### config.mk
export PLATFORM = sky130hd
export DESIGN_NAME = kmp_ctrl
export DESIGN_NICKNAME = d
export VERILOG_FILES = /design/src/design/kmp_pkg.sv /design/src/design/kmp_ctrl.sv
export SDC_FILE = /design/constraint.sdc
export NUM_CORES = 1
export LEC_CHECK = 0
export ABC_AREA = 1
export ABC_CLOCK_PERIOD_IN_PS = 850
export BUFFER_PORTS_ARGS = -buffer_cell sky130_fd_sc_hd__buf_4
export CAP_MARGIN = 20
export CORE_AREA = 2 2 39 41
export DETAILED_ROUTE_END_ITERATION = 7
export DIE_AREA = 0 0 41 43
export SLEW_MARGIN = 20
export SYNTH_ARGS = -nofsm -noshare
export SYNTH_HDL_FRONTEND = slang
export SYNTH_SLANG_ARGS = --single-unit
### constraint.sdc
create_clock -name clk -period 0.85 [get_ports clk]
set_input_delay 0.17 -clock clk [delete_from_list [all_inputs] [get_ports clk]]
set_output_delay 0.17 -clock clk [all_outputs]
set_load 0.01 [all_outputs]
### src/design/kmp_pkg.sv
`timescale 1ns / 1ps
`default_nettype none

package kmp_pkg;

    localparam int MAX_LEN  = 4096;
    localparam int ADDR_W   = $clog2(MAX_LEN);
    localparam int LEN_W    = $clog2(MAX_LEN + 1);
    localparam int CH_W     = 8;
    localparam int BORDER_W = 12;

    typedef struct packed {
        logic accept;
        logic rd_fallback;
        logic load_k_fin;
        logic load_k_border;
        logic commit_now;
        logic commit_held;
    } kmp_cmd_t;

    typedef struct packed {
        logic resolved;
        logic out_free;
    } kmp_status_t;

endpackage

`default_nettype wire

### src/design/kmp_ctrl.sv
`timescale 1ns / 1ps
`default_nettype none

module kmp_ctrl (
    input  wire logic             clk,
    input  wire logic             rst_n,
    input  wire logic             in_valid,
    output logic                  in_stall,
    input  wire kmp_pkg::kmp_status_t status,
    output kmp_pkg::kmp_cmd_t     cmd
);

    typedef enum logic [1:0] {
        S_IDLE,
        S_EVAL,
        S_FALL,
        S_HOLD
    } state_t;

    state_t state_reg;
    state_t state_next;

    always_comb
    begin
        state_next = state_reg;
        cmd        = '0;
        unique case (state_reg)
            S_IDLE:
            begin
                if (in_valid)
                begin
                    cmd.accept = 1'b1;
                    state_next = S_EVAL;
                end
            end
            S_EVAL:
            begin
                if (status.resolved)
                begin
                    if (status.out_free)
                    begin
                        cmd.commit_now = 1'b1;
                        state_next     = S_IDLE;
                    end
                    else
                    begin
                        cmd.load_k_fin = 1'b1;
                        state_next     = S_HOLD;
                    end
                end
                else
                begin
                    state_next = S_FALL;
                end
            end
            S_FALL:
            begin
                cmd.rd_fallback   = 1'b1;
                cmd.load_k_border = 1'b1;
                state_next        = S_EVAL;
            end
            S_HOLD:
            begin
                if (status.out_free)
                begin
                    cmd.commit_held = 1'b1;
                    state_next      = S_IDLE;
                end
            end
            default:
            begin
                state_next = S_IDLE;
            end
        endcase
    end

    always_ff @(posedge clk or negedge rst_n)
    begin
        if (!rst_n)
        begin
            state_reg <= S_IDLE;
        end
        else
        begin
            state_reg <= state_next;
        end
    end

    assign in_stall = (state_reg != S_IDLE);

`ifndef SYNTHESIS
    a_fall_returns_to_eval: assert property (@(posedge clk) disable iff (!rst_n)
        (state_reg == S_FALL) |=> (state_reg == S_EVAL))
        else $error("fallback step did not return to compare");

    a_no_commit_unresolved: assert property (@(posedge clk) disable iff (!rst_n)
        (state_reg == S_EVAL && !status.resolved) |-> !(cmd.commit_now || cmd.load_k_fin))
        else $error("commit before the border was resolved");

    a_accept_leads_to_eval: assert property (@(posedge clk) disable iff (!rst_n)
        cmd.accept |=> (state_reg == S_EVAL))
        else $error("accepted beat did not start a compare");
`endif

endmodule

`default_nettype wire

* Word-level counts from Yosys, hierarchy flattened
Cells that the tools add are included.
** Word-level totals
- Word-level logic and storage cells :: 24
- Register bits after elaboration :: 2
** Cells by class
- Equal/unequal tests :: 5
- Mux-type cells :: 15
- Reductions and logical operators :: 3
** Operators with widths (count)
- 1-bit 2-to-1 mux :: 10
- 2-bit 2-to-1 mux :: 4
- 2-bit case mux with 4 select lines :: 1
- 2-bit == test (second input constant) :: 2
- 2-bit inequality test (second input constant) :: 2
- 2-bit by 1-bit == test with 1-bit output (second input constant) :: 1
- 2-bit zero test :: 1
- 2-bit AND reduction :: 1
- 2-bit nonzero test :: 1

* Depth between registers and ports, before layout
- Depth after elaboration :: 3
- Depth in mapped cells :: 4
- Mapped depth without buffers :: 4

* Worst setup path after synthesis
No wires, ideal clock.
- Kind :: register to output
- Start :: register state_reg[1]
- End :: output cmd[4] (netlist bit)
- Cell stages (with the launch flop) :: 4
- Setup slack :: -0.134 ns
- Arrival time :: 0.814 ns
- Path through :: dfrtp_1 -> inv_2 -> nor2_1 -> buf_4
** RTL lines
- start: declaration :: line kmp_ctrl.sv:20 : state_t state_reg;
- start signal: assignment :: line kmp_ctrl.sv:85 : state_reg <= state_next;
- end: declaration :: line kmp_ctrl.sv:10 : output kmp_pkg::kmp_cmd_t cmd

==> results.cfg <==
[timing]
worstMarginPinSlew_ps = 194
post-route-min-period_ps = 1180
maxSlewHeadroom_pct = 86.9
rsz0062_at_grt = yes
fin_crit_sh_pct = 139
fin_skew_ps = 1.54
fmax_mhz = 845
finalMaxSlewViolations = 0
hold_viol_final = 0
setup_viol = 8
setup_ws_ps = -333

[clock_network]
ctsRootBufferMaster = clkbuf_4
cts.sink_count = 2
cts_tree = built
clkSlewWorstSetupHoldPaths_ps = 30
numCtsBuffers = 3
clk_path_buf_depth = 2
clk_latency_ps = 220
htreeDepth = 1

[setup_path]
crit_path_top_delay_cell = dfrtp_2
crit_end = cmd[5]
rr_endpoint = state_reg[0]
cp-startpoint = state_reg[1]
worst_setup_path_start_kind = register
worstReg2RegStart = state_reg[0]
critical_path_depth = 4
path_class = register to output pin
arrival_ps = 1010
critPathCaptureType = output pin
cpLargestDelayFamily = flip-flops
crit_buf_inv = 2
worstPathCellList = inv_4, nand2_4, nor2_4, buf_6
required_ps = 680
crit_fanout = 4
reg2reg_slack_ps = -240
rr_worst_depth = 7
cpPeakStageDelay_ps = 440

[place]
dpl.hpwl_um = 329
placed_area_sq_um = 292
routabilityCongestion = 0.688
port_buffers = 11

[route]
m1WireLength_um = 164
ant_nets = 0
via_count = 212
vias_per_cell = 3.66
dr_wl_met2_um = 270
drtPass1Iterations = 4
wl_per_cell_um = 8.33
drcViolationCount = 0
finalWirelength_um = 483
highest_layer = met3
dr_wl_met3_um = 47
first_iter_violations = 2

[final_layout]
fin_nets = 49
fillers = 152
n_antenna_cell = 0
largest_register_ffs = 2
final_area_sq_um = 385
final_util_pct = 27.8
area.growth.synth_to_final_pct = 163
drive_above_1_share_pct = 76.2

[floorplanning]
rows = 14
fp.dieH_um = 43
initial_core_util_pct = 10.6
core_area_sq_mm = 0.00138
io_pins = 12
die_w_um = 41
die-area_sq_mm = 0.00176

[hold_path]
min_path_cells = 3
hold_path_class = input pin to register

[power_and_ir_drop]
pwr-share-comb_pct = 64.8
netSwitchingPower_uw = 494
p_sw_share_pct = 41.2
power_frac_seq_pct = 18.0
ir_worst_vdd_mv = 0.727
cell_internal_pwr_uw = 706
power_density_mw_per_mm2 = 3110
power_mw = 1.20
power_leakage_nw = 0.199
pwr-share-clk_pct = 17.2

[global_routing]
overflow = 0
track_usage_pct = 6.22
antenna_found_initial = 0
grt_pass1_wl_um = 655
first_global_vias = 198
grt_max_degree = 6

[synth]
synth.distinct_cells = 11
synth_top_family_by_area = simple AND/OR/NAND/NOR gates
yosys-mux-area-fraction_pct = 0
synth.largest_area_cell = dfrtp_1
synth_xor_area_share_pct = 0
synthTopCellsByArea = dfrtp_1 (34%), nand2_1 (13%), inv_1 (10%)
yosysSeqAreaShare_pct = 34.2
synth_nets = 28
syn_inst = 23
synthSimpleGateAreaFrac_pct = 41.9
syn-cell-area_sq_um = 146
netlist.area_leader.share_pct = 34.2
syn_avg_cell_area_sq_um = 6.36
ys_ff_latch = 2
yosysWarnings = 0
synthAdderAreaFrac_pct = 0
synth_compound_area_share_pct = 3.42

[job]
drv_cap = 0

[run_status]
violations = negative setup slack
status = finished with violations
-- placed cells by master (no fill, tap or decap), drive strengths merged --
| master | count |
|---|---|
| buf | 16 |
| clkbuf | 3 |
| dfrtp | 2 |
| dlygate4sd3 | 1 |
| inv | 6 |
| nand2 | 5 |
| nand3 | 2 |
| nor2 | 4 |
| nor3 | 2 |
| o21ai | 1 |
-- cell families after synthesis --
| group | count (synthesis) |
|---|---|
| AO/OA/AOI/OAI | 1 |
| buffers and inverters | 7 |
| flip-flops | 2 |
| AND/OR/NAND/NOR | 13 |
-- metrics by stage --
step / setup WS, ps / setup TNS [ps] / hold WS [ps] / cells
after floorplan: -57.2 / -236 / -126 / 23
after global placement: -125 / -640 / -46.5 / 52
after detailed placement: -136 / -683 / -43.3 / 52
after CTS: -358 / -2440 / 218 / 57
after global routing: -370 / -2740 / 242 / 58
final: -333 / -2340 / 223 / 58
-- tightest hold or removal path, delay by kind of cell --
| kind | cells | cell delay [ps] |
|---|---|---|
| AO/OA/AOI/OAI | 1 | 80 |
| buffers and inverters | 1 | 80 |
| AND/OR/NAND/NOR | 1 | 70 |
-- routing by layer --
metal,global-route usage [%],vias to the layer above
li1,-,108
met1,4.82,96
met2,9.06,8
met3,4.71,0
met4,6.00,0
met5,0,-
-- worst min path at each step --
stage	endpoint	slack (ps)	from
final	state_reg[0]	220	in_valid
after global routing	state_reg[0]	240	in_valid
after CTS	state_reg[0]	220	in_valid
after detailed placement	state_reg[0]	-40	rst_n
after global placement	state_reg[0]	-50	rst_n
after floorplan	state_reg[0]	-130	rst_n
-- synthesized netlist by cell type --
cell type,n
buf_4,1
dfrtp_1,2
inv_1,4
inv_2,2
nand2_1,5
nand3_1,2
nor2_1,3
nor2_2,1
nor3_1,1
nor3_2,1
o21ai_0,1
-- timing repair --
item                                   4_1_cts  5_1_grt
endpoints found under the hold margin        2        0
resized for setup                            7        7
pin swaps                                    3        2
hold buffers                                 1        0
setup endpoints to repair                    8        8
buffers inserted                             2        1
-- power groups by stage --
| stage | Sequential [mW] | Clock (mW) | Combinational (mW) |
|---|---|---|---|
| 3_3_place_gp | 0.186 | 0 | 0.619 |
| 5_1_grt | 0.222 | 0.226 | 0.842 |
| 4_1_cts | 0.186 | 0.224 | 0.711 |
| 3_5_place_dp | 0.187 | 0 | 0.626 |
| 2_1_floorplan | 0.201 | 0 | 0.353 |
| 6_report | 0.215 | 0.206 | 0.778 |
-- final cells by class --
class	instances	area [sq um]	area share (%)
Inverter	6	27.5	7.14
Multi-Input combinational cell	14	111	28.9
Clock buffer	3	22.5	5.84
Sequential cell	2	51.3	13.3
Timing Repair Buffer	17	153	39.6
Tap cell	16	20.0	5.19
(Power assumes the default switching activity.)
